[src/rtl/tprs_pkg.sv]
// shared widths, codes and reset values for the tachometer speed tracker
package tprs_pkg;

	localparam int NumW    = 32;
	localparam int SpeedW  = 16;
	localparam int TimerW  = 16;
	localparam int OvfW    = 4;
	localparam int PeriodW = OvfW + TimerW;
	localparam int SumW    = 32;
	localparam int StepW   = 28;
	localparam int CfgIdxW = 2;

	localparam logic [CfgIdxW-1:0] REG_NUMERATOR = 2'd0;
	localparam logic [CfgIdxW-1:0] REG_CEILING   = 2'd1;
	localparam logic [CfgIdxW-1:0] REG_OVF_LIMIT = 2'd2;

	localparam logic REQ_PULSE    = 1'b0;
	localparam logic REQ_OVERFLOW = 1'b1;

	localparam logic [NumW-1:0]   NUMERATOR_RESET = 32'd60000000;
	localparam logic [SpeedW-1:0] CEILING_RESET   = 16'd15000;
	localparam logic [OvfW-1:0]   OVF_LIMIT_RESET = 4'd4;

	localparam int DiffShift = 3;
	localparam int SumShift  = 7;
	localparam int DeltaShift = 4;

	// handshake between the sequencer and a multi-cycle unit
	typedef struct packed {
		logic start;
		logic done;
	} unit_ctl_t;

endpackage

[src/rtl/tprs_if.sv]
// request and response channel interfaces
interface tprs_req_if;
	logic                        valid;
	logic                        ready;
	logic                        req_type;
	logic [tprs_pkg::TimerW-1:0] timer_value;

	modport source (output valid, output req_type, output timer_value, input ready);
	modport sink (input valid, input req_type, input timer_value, output ready);
endinterface

interface tprs_rsp_if;
	logic                        valid;
	logic                        ready;
	logic [tprs_pkg::SpeedW-1:0] speed;

	modport source (output valid, output speed, input ready);
	modport sink (input valid, input speed, output ready);
endinterface

[src/rtl/tprs_divider.sv]
// bit-serial restoring divider, one quotient bit per cycle
module tprs_divider (
	input  logic                           clk,
	input  logic                           arst_n,
	input  logic                           start,
	input  logic [tprs_pkg::NumW-1:0]      numerator,
	input  logic [tprs_pkg::PeriodW-1:0]   divisor,
	output logic                           done,
	output logic [tprs_pkg::NumW-1:0]      quotient
);
	import tprs_pkg::*;

	localparam int CntW = $clog2(NumW);

	logic [PeriodW-1:0] rem_q;
	logic [NumW-1:0]    quo_q;
	logic [PeriodW-1:0] den_q;
	logic [CntW-1:0]    cnt_q;
	logic               busy_q;
	logic               done_q;

	logic [PeriodW:0]   trial;
	logic [PeriodW+1:0] diff;
	logic               fits;

	assign trial = {rem_q, quo_q[NumW-1]};
	assign diff  = {1'b0, trial} - {2'b00, den_q};
	assign fits  = !diff[PeriodW+1];

	always_ff @(posedge clk or negedge arst_n) begin
		if (!arst_n) begin
			busy_q <= 1'b0;
			done_q <= 1'b0;
			cnt_q  <= '0;
		end else begin
			done_q <= 1'b0;
			if (start) begin
				busy_q <= 1'b1;
				cnt_q  <= '0;
			end else if (busy_q) begin
				cnt_q <= cnt_q + 1'b1;
				if (cnt_q == CntW'(NumW - 1)) begin
					busy_q <= 1'b0;
					done_q <= 1'b1;
				end
			end
		end
	end

	always_ff @(posedge clk) begin
		if (start) begin
			rem_q <= '0;
			quo_q <= numerator;
			den_q <= divisor;
		end else if (busy_q) begin
			// remainder stays below the divisor, so it fits the divisor width
			rem_q <= fits ? diff[PeriodW-1:0] : trial[PeriodW-1:0];
			quo_q <= {quo_q[NumW-2:0], fits};
		end
	end

	assign done     = done_q;
	assign quotient = quo_q;

endmodule

[src/rtl/tprs_pid.sv]
// two-stage shift-based pid update of the tracked speed
module tprs_pid (
	input  logic                         clk,
	input  logic                         arst_n,
	input  tprs_pkg::unit_ctl_t          ctl_in,
	input  logic [tprs_pkg::SpeedW-1:0]  raw,
	input  logic [tprs_pkg::SpeedW-1:0]  speed_in,
	output tprs_pkg::unit_ctl_t          ctl_out,
	output logic [tprs_pkg::SpeedW-1:0]  speed_out
);
	import tprs_pkg::*;

	logic signed [SumW-1:0]   error_sum_q;
	logic signed [SpeedW-1:0] last_error_q;

	logic signed [SpeedW-1:0] differ_s1;
	logic                     valid_s1;
	logic                     valid_s2;
	logic [SpeedW-1:0]        speed_s2;

	logic signed [SpeedW-1:0] differ;
	logic signed [SpeedW:0]   delta;
	logic signed [StepW-1:0]  step;
	logic signed [StepW-1:0]  next;

	assign differ = $signed(raw - speed_in);
	assign delta  = (SpeedW+1)'(differ_s1) - (SpeedW+1)'(last_error_q);

	always_comb begin
		step = (StepW'(differ_s1) >>> DiffShift)
		     + StepW'(error_sum_q >>> SumShift)
		     + (StepW'(delta) >>> DeltaShift);
		next = StepW'($signed({1'b0, speed_in})) + step;
	end

	always_ff @(posedge clk or negedge arst_n) begin
		if (!arst_n) begin
			valid_s1     <= 1'b0;
			valid_s2     <= 1'b0;
			error_sum_q  <= '0;
			last_error_q <= '0;
		end else begin
			valid_s1 <= ctl_in.start;
			valid_s2 <= valid_s1;
			if (ctl_in.start) begin
				error_sum_q <= error_sum_q + SumW'(differ);
			end
			if (valid_s1) begin
				last_error_q <= differ_s1;
			end
		end
	end

	always_ff @(posedge clk) begin
		if (ctl_in.start) begin
			differ_s1 <= differ;
		end
		if (valid_s1) begin
			// clamp to the unsigned speed range
			if (next[StepW-1]) begin
				speed_s2 <= '0;
			end else if (|next[StepW-2:SpeedW]) begin
				speed_s2 <= '1;
			end else begin
				speed_s2 <= next[SpeedW-1:0];
			end
		end
	end

	assign ctl_out.start = 1'b0;
	assign ctl_out.done  = valid_s2;
	assign speed_out     = speed_s2;

endmodule

[src/rtl/tacho_period_to_rpm_smoother.sv]
// top level: tachometer period to smoothed rpm tracker
//
//  channel | dir | fields                    | accepted when
//  req     | in  | req_type, timer_value     | valid && ready
//  rsp     | out | speed                     | valid && ready
//  cfg     | in  | cfg_index, cfg_data       | cfg_wr_en
//
// an overflow tick or a zero period goes from the accept straight to the done
// state; a pulse runs the bit-serial divide and then the pid stages, skipping
// the pid when the quotient clamps or is zero, before the done state posts the
// result. one word is in flight at a time;
// the result register lets the next word be accepted while a result waits.
// reset clears the speed, the pid sums and the overflow count.
module tacho_period_to_rpm_smoother (
	input  logic                           clk,
	input  logic                           arst_n,
	tprs_req_if.sink                       req,
	tprs_rsp_if.source                     rsp,
	input  logic                           cfg_wr_en,
	input  logic [tprs_pkg::CfgIdxW-1:0]   cfg_index,
	input  logic [tprs_pkg::NumW-1:0]      cfg_data
);
	import tprs_pkg::*;

	localparam logic [2:0] ST_IDLE = 3'd0;
	localparam logic [2:0] ST_DIV  = 3'd1;
	localparam logic [2:0] ST_PID  = 3'd2;
	localparam logic [2:0] ST_DONE = 3'd3;

	logic [2:0]        state_q;
	logic [NumW-1:0]   numerator_q;
	logic [SpeedW-1:0] ceiling_q;
	logic [OvfW-1:0]   limit_q;
	logic [OvfW-1:0]   ovf_count_q;
	logic [SpeedW-1:0] tracked_q;
	logic [SpeedW-1:0] raw_q;
	logic              out_valid_q;
	logic [SpeedW-1:0] out_speed_q;

	logic [PeriodW-1:0] period;
	logic [OvfW:0]      ovf_next;
	logic               take;
	logic               out_free;
	logic               div_start;
	logic               div_done;
	logic [NumW-1:0]    quotient;
	unit_ctl_t          pid_in;
	unit_ctl_t          pid_out;
	logic [SpeedW-1:0]  pid_speed;

	assign period   = {ovf_count_q, req.timer_value};
	assign ovf_next = {1'b0, ovf_count_q} + 1'b1;
	assign req.ready = (state_q == ST_IDLE);
	assign take     = req.valid && req.ready;
	assign out_free = !out_valid_q || rsp.ready;
	assign div_start = take && (req.req_type == REQ_PULSE) && (period != '0);

	always_ff @(posedge clk or negedge arst_n) begin
		if (!arst_n) begin
			numerator_q <= NUMERATOR_RESET;
			ceiling_q   <= CEILING_RESET;
			limit_q     <= OVF_LIMIT_RESET;
		end else if (cfg_wr_en) begin
			unique case (cfg_index)
				REG_NUMERATOR: numerator_q <= cfg_data;
				REG_CEILING:   ceiling_q   <= cfg_data[SpeedW-1:0];
				REG_OVF_LIMIT: limit_q     <= cfg_data[OvfW-1:0];
				default: ;
			endcase
		end
	end

	always_ff @(posedge clk or negedge arst_n) begin
		if (!arst_n) begin
			state_q     <= ST_IDLE;
			ovf_count_q <= '0;
			tracked_q   <= '0;
			out_valid_q <= 1'b0;
		end else begin
			if (state_q == ST_DONE && out_free) begin
				out_valid_q <= 1'b1;
			end else if (rsp.ready) begin
				out_valid_q <= 1'b0;
			end
			unique case (state_q)
				ST_IDLE: begin
					if (take) begin
						state_q <= ST_DONE;
						if (req.req_type == REQ_OVERFLOW) begin
							if (ovf_next > {1'b0, limit_q}) begin
								tracked_q   <= '0;
								ovf_count_q <= '0;
							end else begin
								ovf_count_q <= ovf_next[OvfW-1:0];
							end
						end else begin
							ovf_count_q <= '0;
							if (period == '0) begin
								tracked_q <= ceiling_q;
							end else begin
								state_q <= ST_DIV;
							end
						end
					end
				end
				ST_DIV: begin
					if (div_done) begin
						if (quotient > NumW'(ceiling_q)) begin
							tracked_q <= ceiling_q;
							state_q   <= ST_DONE;
						end else if (quotient == '0) begin
							tracked_q <= '0;
							state_q   <= ST_DONE;
						end else begin
							state_q <= ST_PID;
						end
					end
				end
				ST_PID: begin
					if (pid_out.done) begin
						tracked_q <= pid_speed;
						state_q   <= ST_DONE;
					end
				end
				ST_DONE: begin
					if (out_free) begin
						state_q <= ST_IDLE;
					end
				end
				default: state_q <= ST_IDLE;
			endcase
		end
	end

	always_ff @(posedge clk) begin
		if (state_q == ST_DIV && div_done) begin
			raw_q <= quotient[SpeedW-1:0];
		end
		if (state_q == ST_DONE && out_free) begin
			out_speed_q <= tracked_q;
		end
	end

	// pid starts in the same cycle that the quotient lands in raw_q
	logic pid_go_q;
	always_ff @(posedge clk or negedge arst_n) begin
		if (!arst_n) begin
			pid_go_q <= 1'b0;
		end else begin
			pid_go_q <= (state_q == ST_DIV) && div_done && (quotient != '0)
			          && (quotient <= NumW'(ceiling_q));
		end
	end

	assign pid_in.start = pid_go_q;
	assign pid_in.done  = 1'b0;

	tprs_divider u_div (
		.clk       (clk),
		.arst_n    (arst_n),
		.start     (div_start),
		.numerator (numerator_q),
		.divisor   (period),
		.done      (div_done),
		.quotient  (quotient)
	);

	tprs_pid u_pid (
		.clk       (clk),
		.arst_n    (arst_n),
		.ctl_in    (pid_in),
		.raw       (raw_q),
		.speed_in  (tracked_q),
		.ctl_out   (pid_out),
		.speed_out (pid_speed)
	);

	assign rsp.valid = out_valid_q;
	assign rsp.speed = out_speed_q;

	a_div_done_in_div: assert property (@(posedge clk) disable iff (!arst_n)
		div_done |-> state_q == ST_DIV)
		else $error("divider finished outside the divide state");

	a_pid_done_in_pid: assert property (@(posedge clk) disable iff (!arst_n)
		pid_out.done |-> state_q == ST_PID)
		else $error("pid finished outside the pid state");

	a_pulse_divides: assert property (@(posedge clk) disable iff (!arst_n)
		div_start |=> state_q == ST_DIV)
		else $error("pulse with nonzero period did not start a divide");

	a_result_posted: assert property (@(posedge clk) disable iff (!arst_n)
		(state_q == ST_DONE && out_free) |=> (out_valid_q && state_q == ST_IDLE))
		else $error("finished word was not posted to the result register");

endmodule
[src/flat_wrapper.sv]
// flat-port wrapper written by rule: the top's interface ports become plain ports
module tacho_period_to_rpm_smoother_flat import tprs_pkg::*;
  (clk, arst_n, cfg_wr_en, cfg_index, cfg_data, req_valid, req_req_type, req_timer_value, req_ready, rsp_valid, rsp_speed, rsp_ready);
  tprs_req_if req_i ();
  tprs_rsp_if rsp_i ();
  input  logic clk;
  input  logic arst_n;
  input  logic cfg_wr_en;
  input  logic [tprs_pkg::CfgIdxW-1:0] cfg_index;
  input  logic [tprs_pkg::NumW-1:0] cfg_data;
  input wire logic [$bits(req_i.valid)-1:0] req_valid;
  input wire logic [$bits(req_i.req_type)-1:0] req_req_type;
  input wire logic [$bits(req_i.timer_value)-1:0] req_timer_value;
  output wire logic [$bits(req_i.ready)-1:0] req_ready;
  output wire logic [$bits(rsp_i.valid)-1:0] rsp_valid;
  output wire logic [$bits(rsp_i.speed)-1:0] rsp_speed;
  input wire logic [$bits(rsp_i.ready)-1:0] rsp_ready;
  assign req_i.valid = req_valid;
  assign req_i.req_type = req_req_type;
  assign req_i.timer_value = req_timer_value;
  assign req_ready = req_i.ready;
  assign rsp_valid = rsp_i.valid;
  assign rsp_speed = rsp_i.speed;
  assign rsp_i.ready = rsp_ready;
  tacho_period_to_rpm_smoother u_core (.clk(clk), .arst_n(arst_n), .req(req_i), .rsp(rsp_i), .cfg_wr_en(cfg_wr_en), .cfg_index(cfg_index), .cfg_data(cfg_data));
endmodule
[config.mk]
export PLATFORM = sky130hd
export DESIGN_NAME = tacho_period_to_rpm_smoother_flat
export DESIGN_NICKNAME = d
export VERILOG_FILES = /design/src/rtl/tprs_pkg.sv /design/src/rtl/tprs_if.sv /design/src/rtl/tprs_divider.sv /design/src/rtl/tprs_pid.sv /design/src/rtl/tacho_period_to_rpm_smoother.sv /design/src/flat_wrapper.sv
export SDC_FILE = /design/constraint.sdc
export NUM_CORES = 1
export LEC_CHECK = 0
export BUFFER_PORTS_ARGS = -buffer_cell sky130_fd_sc_hd__buf_4
export CAP_MARGIN = 20
export CORE_ASPECT_RATIO = 1.5
export CORE_MARGIN = 2
export CORE_UTILIZATION = 55
export DETAILED_ROUTE_END_ITERATION = 7
export PLACE_DENSITY = 0.72
export SLEW_MARGIN = 25
export SYNTH_ARGS = -nofsm -noshare
export SYNTH_HDL_FRONTEND = slang
export SYNTH_SLANG_ARGS = --single-unit
[constraint.sdc]
create_clock -name clk -period 6.7 [get_ports clk]
set_input_delay 0.67 -clock clk [delete_from_list [all_inputs] [get_ports clk]]
set_output_delay 0.67 -clock clk [all_outputs]
set_load 0.05 [all_outputs]
======== Word-level counts from Yosys, hierarchy flattened ========
Index checks and enable logic that the tools add are counted.
storage, ports and cells
  register bits after elaboration ......... 270
  bits in latches ......................... 0
  memory bits (writable) .................. 0
  ROM bits ................................ 0
  word-level logic and storage cells ...... 108
  memories ................................ 0
operators by class
  add/subtract/negate cells ............... 9
  $mul .................................... 0
  divide/modulo/power cells ............... 0
  magnitude comparators ................... 3
  equal/unequal tests ..................... 13
  shift-type cells ........................ 0
  mux-type cells .......................... 34
  bitwise operators ....................... 1
  reduce and logical (&&, ||, !) cells .... 26
operator list
  operator                                                    number
  16-bit two-way mux                                          9
  32-bit two-way mux                                          2
  16-bit one-hot mux with 3 select lines                      1
  32-bit by 16-bit adder with 32-bit output                   1
  32-bit by 16-bit greater-than comparator with 1-bit output  1
  32-bit by 16-bit <= comparator with 1-bit output            1
  32-bit zero test                                            1
  32-bit nonzero test                                         1
  17-bit by 27-bit adder with 28-bit output                   1
  26-bit by 13-bit adder with 27-bit output                   1
  13-bit by 25-bit adder with 26-bit output                   1
  21-bit by 20-bit subtractor with 22-bit output              1
  20-bit zero test                                            1
  20-bit two-way mux                                          1
  20-bit nonzero test                                         1
  3-bit two-way mux                                           6
  16-bit by 16-bit subtractor with 17-bit output              1
  16-bit subtractor                                           1
  3-bit one-hot mux with 4 select lines                       1
  11-bit OR reduction                                         1
  5-bit two-way mux                                           2
  1-bit two-way mux                                           9
  4-bit two-way mux                                           2
  2-bit AND reduction                                         4
  23 further kinds                                            35

======== Depth between registers and ports, before layout ========
  depth after elaboration ................. 6
  gate-level depth with buffers ........... 26

======== Modules after synthesis ========
Synthesis repeated with hierarchy kept, for this count alone.
second synthesis, totals
  cell total of the unflattened synthesis .. 1562
  area, all modules ....................... 17290.3 sq um
by module, submodules not included
  module                        instances  cells each  area each (sq um)
  tprs_pid                      1          825         8099.0
  tacho_period_to_rpm_smoother  1          345         4879.7
  tprs_divider                  1          392         4311.6

======== Worst setup path after synthesis ========
No wires, ideal clock.
  kind .................................... reg-to-reg
  start ................................... register u_core.u_pid.differ_s1[1]
  end ..................................... register u_core.u_pid.speed_s2[6], in the netlist u_core.u_pid.speed_out[6] (data pin)
  data arrival time ....................... 5298 ps
  data required time ...................... 6427 ps
  slack ................................... 1129 ps
  cell stages (with the launch flop) ...... 23
  path buffers ............................ 1
  clock period less this slack ............ 5571 ps
  path through ............................ edfxtp_1 -> ha_1 -> a21o_1 -> a21o_1 -> o41ai_4 -> o211ai_1 -> a311o_1 -> a21oi_1 -> xor2_1 -> fa_1 -> fa_1 -> inv_1 -> ha_1 -> nand4_2 -> a211oi_2 -> o41ai_2 -> and4_4 -> a211o_1 -> xnor2_1 -> nand4_1 -> nor4_4 -> buf_6 -> a31oi_1
on the way
  word-level cells in the longest chain between the ends .. 5
RTL lines
  element                                           line            source
  start, declared                                   tprs_pid.sv:16  logic signed [SpeedW-1:0] differ_s1;
  start signal, assigned                            tprs_pid.sv:56  differ_s1 <= differ;
  16-bit by 16-bit subtractor with 17-bit output *  tprs_pid.sv:27  assign delta = (SpeedW+1)'(differ_s1) - (SpeedW+1)'(last_error_q);
  26-bit by 13-bit adder with 27-bit output *       tprs_pid.sv:32  + (StepW'(delta) >>> DeltaShift);
  17-bit by 27-bit adder with 28-bit output *       tprs_pid.sv:33  next = StepW'($signed({1'b0, speed_in})) + step;
  11-bit OR reduction                               tprs_pid.sv:62  end else if (|next[StepW-2:SpeedW]) begin
  16-bit two-way mux                                tprs_pid.sv:62
  end signal, assigned                              tprs_pid.sv:65  speed_s2 <= next[SpeedW-1:0];
  end, declared                                     tprs_pid.sv:19  logic [SpeedW-1:0] speed_s2;
Every way passes the cells marked *; elsewhere a longest branch is shown, timed or not.
A chain may end at the register's enable or synchronous reset.

======== Worst setup path after layout ========
  start ................................... register u_core.u_pid.differ_s1[1]
  end ..................................... register u_core.u_pid.speed_s2[12], in the netlist u_core.u_pid.speed_out[12] (data pin)
Same word-level chain as after synthesis.

==> results.sh <==
export IMPL_timing_setup_tns_ns=0
export IMPL_cp_start_kind="flop"
export IMPL_synth_warning_count=0
export IMPL_post_layout_nonfiller_instances=2186
export IMPL_max_cap_violations=0
export IMPL_cts_setup_buffers=0
export IMPL_switchingPower_mw=3.290
export IMPL_synth_enable_flop_cells=116
export IMPL_layout_cell_area_non_filler_um2=19160
export IMPL_worst_r2r_setup_slack_ns=0.50
export IMPL_finalNetCount=2005
export IMPL_power_share_switching=0.4086
export IMPL_grt_max_degree=70
export IMPL_seq_area_frac_synth=0.4185
export IMPL_drv_slew=0
export IMPL_cts_hold_fix_buffers=0
export IMPL_max_freq_mhz=161.3
export IMPL_timing_final_crit_period_ns=6.198
export IMPL_grt_first_pass_wirelength_um=64210
export IMPL_grt_antenna_before_repair=0
export IMPL_routed_wirelength_um=38990
export IMPL_clock_root_buffer="clkbuf_16"
export IMPL_drive_above_1_share=0.1494
export IMPL_placed_cell_area_um2=18240
export IMPL_mappedNetlistNets=1936
export IMPL_r2r_end="u_core.u_pid.speed_out[12]$_SDFFCE_PP0P_"
export IMPL_drc=0
export IMPL_period_share=0.9250
export IMPL_power_leakage_nw=8.645
export IMPL_cp_data_arrival_time_ns=6.47
export IMPL_clock_path_buffers=3
export IMPL_cts_sink_count=269
export IMPL_cts_htree_levels=1
export IMPL_syn_mean_instance_area_um2=10.23
export IMPL_final_antenna_net_count=0
export IMPL_cts_reportedPaths_clkPinSlew_ns=0.06
export IMPL_die_w_um=148.7
export IMPL_ys_dominant_reg_cell="edfxtp_1"
export IMPL_power_frac_clock=0.195
export IMPL_cp_data_required_time_ns=6.98
export IMPL_initial_core_util=0.5569
export IMPL_grtUsageTotal=0.2424
export IMPL_tritoncts="built"
export IMPL_die_height_um=221.1
export IMPL_postLayoutSetupSlackWorst_ns=0.5022
export IMPL_io_buffers=73
export IMPL_via_count_of_the_first_global_routing_pass=12910
export IMPL_total_cts_buffers=28
export IMPL_rr_worst_depth=22
export IMPL_route_vias_total=12640
export IMPL_area_growth_synth_to_final_pct=10.85
export IMPL_pwr_density_cell_nw_per_um2=420.2
export IMPL_clock_skew_ns=0.02485
export IMPL_vdd_ir_drop_max_mv=0.3025
export IMPL_final_hold_slack_ns=0.1046
export IMPL_cts_repair_resize_count=0
export IMPL_synth_area_um2=17290
export IMPL_io_pins=74
export IMPL_die_area_um2=32890
export IMPL_diodes=0
export IMPL_firstDrtPassIters=5
export IMPL_synthDistinctLibCells=79
export IMPL_power_share_sequential=0.314
export IMPL_crit_reg2reg_launch="u_core.u_pid.differ_s1[1]$_DFFE_PP_"
export IMPL_final_hold_violation_count=0
export IMPL_post_drt_wl_per_cell_um=17.84
export IMPL_total_power_mw=8.052
export IMPL_place_ws_ns=0.5175
export IMPL_clock_insertion_delay_worst_skew_ns=0.58
export IMPL_power_share_combinational=0.491
export IMPL_worst_slew_pin_slew_ns=1.029
export IMPL_fin_util=0.6174
export IMPL_dp_hpwl_um=29630
export IMPL_rows=79
export IMPL_viasPerCell=5.783
export IMPL_asyncSetResetFlopFracSynth=0.4944
export IMPL_routabilityCongestion=0.9059
export IMPL_grt_remaining_overflow=0
export IMPL_rsz0062_at_grt="false"
export IMPL_drt_iter0_markers=603
export IMPL_critPathCaptureType="flop"
export IMPL_timing_max_slew_rel_slack=0.3119
export IMPL_internal_power_mw=4.762
export IMPL_critPathKind="reg2reg"
export IMPL_syn_instance_count=1690
export IMPL_core_area_um2=31040
export IMPL_post_place_cells=2134
export IMPL_ys_ff_latch=269
export IMPL_outcome="finished, final reports clean"
export IMPL_setup_violations_final=0
export IMPL_critical_path_max_fanout=16
export IMPL_hold_class="in2async"
[synthesized netlist by cell type (4+ instances only)]
master,n,area share
nand2_1,184,0.040
inv_1,156,0.034
ha_1,154,0.11
edfxtp_1,116,0.20
dfrtp_1,115,0.17
o21ai_0,109,0.032
a21oi_1,104,0.030
mux2_2,87,0.057
nor2_1,75,0.016
xnor2_1,58,0.029
a21o_1,43,0.019
fa_1,36,0.042
clkbuf_1,35,0.0076
nand3_1,31,0.0090
xor2_1,31,0.016
nor3_1,25,0.0072
mux2i_1,24,0.014
a31oi_1,21,0.0076
dfxtp_1,20,0.023
o21a_1,20,0.0087
dfstp_2,18,0.027
nand4_1,18,0.0065
nand2b_1,17,0.0062
a211oi_1,14,0.0061
and2_1,14,0.0051
nor4_1,14,0.0051
and3_1,13,0.0047
a22oi_1,11,0.0048
o21bai_1,11,0.0048
o211ai_1,9,0.0039
o31ai_1,9,0.0039
nor2b_1,8,0.0029
a211o_1,5,0.0025
nand3b_1,5,0.0022
o21ai_1,5,0.0014
a2111oi_0,4,0.0020
or3_1,4,0.0014
[cell type report]
type,count,area [µm²]
flip-flops and latches,269,7236
multi-input cells,1218,9264
clock inverters,15,123.9
repair buffers,85,641.9
fillers,2601,11880
clock buffers,37,797.0
well taps,405,506.7
inverters,157,591.8
[layout by cell type, fill, tap and decap left out, types with 11 or more instances in the layout]
cell type | Yosys | final
a31oi_1 | 21 | 21
dfstp_2 | 18 | 18
fa_1 | 36 | 36
mux2_2 | 87 | 87
nand2_1 | 184 | 184
buf_4 | 1 | 84
o21ai_0 | 109 | 109
and3_1 | 13 | 13
and2_1 | 14 | 13
nand4_1 | 18 | 18
o21a_1 | 20 | 19
clkbuf_16 | 0 | 30
xnor2_1 | 58 | 58
dfxtp_1 | 20 | 20
ha_1 | 154 | 154
nor4_1 | 14 | 14
a22oi_1 | 11 | 11
a21o_1 | 43 | 43
o21bai_1 | 11 | 11
nor2_1 | 75 | 75
edfxtp_1 | 116 | 116
xor2_1 | 31 | 31
nand2b_1 | 17 | 17
inv_1 | 156 | 155
dfrtp_1 | 115 | 114
nor3_1 | 25 | 25
a211oi_1 | 14 | 14
nand3_1 | 31 | 30
mux2i_1 | 24 | 24
a21oi_1 | 104 | 104
[sequential cells by signal, indices dropped and copies added (netlist names), 2 cells and up]
name                       flops
u_core.ovf_count_q             4
u_core.ceiling_q              16
u_core.u_pid.differ_s1        16
u_core.numerator_q            32
u_core.u_div.cnt_q             5
u_core.u_pid.last_error_q     16
u_core.u_div.quotient         32
u_core.rsp.speed              16
u_core.u_div.den_q            20
u_core.raw_q                  16
u_core.limit_q                 4
u_core.state_q                 2
u_core.tracked_q              16
u_core.u_pid.speed_out        16
u_core.u_div.rem_q            20
u_core.u_pid.error_sum_q      32
[critical path: stages (launching register included)]
cell      delay (ns)
edfxtp_1        0.40
ha_1            0.29
a21o_1          0.15
a21o_1          0.22
o41ai_4         0.34
o211ai_1        0.22
a311o_1         0.35
a21oi_1         0.19
xor2_1          0.19
fa_1            0.48
fa_1            0.55
inv_1           0.05
ha_1            0.41
nand4_2         0.15
a211oi_2        0.24
o41ai_2         0.14
and4_4          0.21
a211o_1         0.34
o21ai_0         0.31
o21ai_1         0.18
nor4_4          0.16
buf_4           0.24
a31oi_1         0.11
[layer usage]
layer	vias to the layer above	routed length, µm	GRT usage
li1	6165	-	-
met1	6130	15110	0.2818
met2	253	20680	0.4434
met3	94	1516	0.03278
met4	0	1686	0.1014
met5	-	0	0
[power by group through the flow]
stage / Clock, mW / Sequential (mW) / Combinational, mW
3_3_place_gp: 0 / 2.54 / 3.83
2_1_floorplan: 0 / 2.54 / 3.00
3_5_place_dp: 0 / 2.56 / 3.93
4_1_cts: 1.61 / 2.53 / 3.96
6_report: 1.57 / 2.53 / 3.95
5_1_grt: 1.67 / 2.57 / 4.43
[cell families (layout without fill, tap and decap cells)]
group	Yosys count	count (layout)	synth area share
XOR/XNOR	90	90	0.04604
AO/OA/AOI/OAI	405	405	0.1514
buffers and inverters	203	294	0.04647
flip-flops	269	269	0.4185
adder cells (fa/ha/maj)	190	190	0.1532
multiplexers	111	111	0.07058
AND/OR/NAND/NOR	422	422	0.1139
[worst max-delay path by stage]
stage	start	end	slack (ns)	depth (start not counted)
after global routing	u_core.u_pid.differ_s1[1]$_DFFE_PP_	u_core.u_pid.speed_out[9]$_SDFFCE_PP0P_	0.12	22
after global placement	u_core.u_pid.differ_s1[1]$_DFFE_PP_	u_core.u_pid.speed_out[2]$_SDFFCE_PP0P_	0.66	22
after floorplan	u_core.u_pid.differ_s1[1]$_DFFE_PP_	u_core.u_pid.speed_out[6]$_SDFFCE_PP0P_	1.13	22
after CTS	u_core.u_pid.differ_s1[1]$_DFFE_PP_	u_core.u_pid.speed_out[3]$_SDFFCE_PP0P_	0.50	22
after detailed placement	u_core.u_pid.differ_s1[1]$_DFFE_PP_	u_core.u_pid.speed_out[4]$_SDFFCE_PP0P_	0.52	22
final	u_core.u_pid.differ_s1[1]$_DFFE_PP_	u_core.u_pid.speed_out[12]$_SDFFCE_PP0P_	0.50	22
No activity file was read; power rests on OpenSTA's default activity.
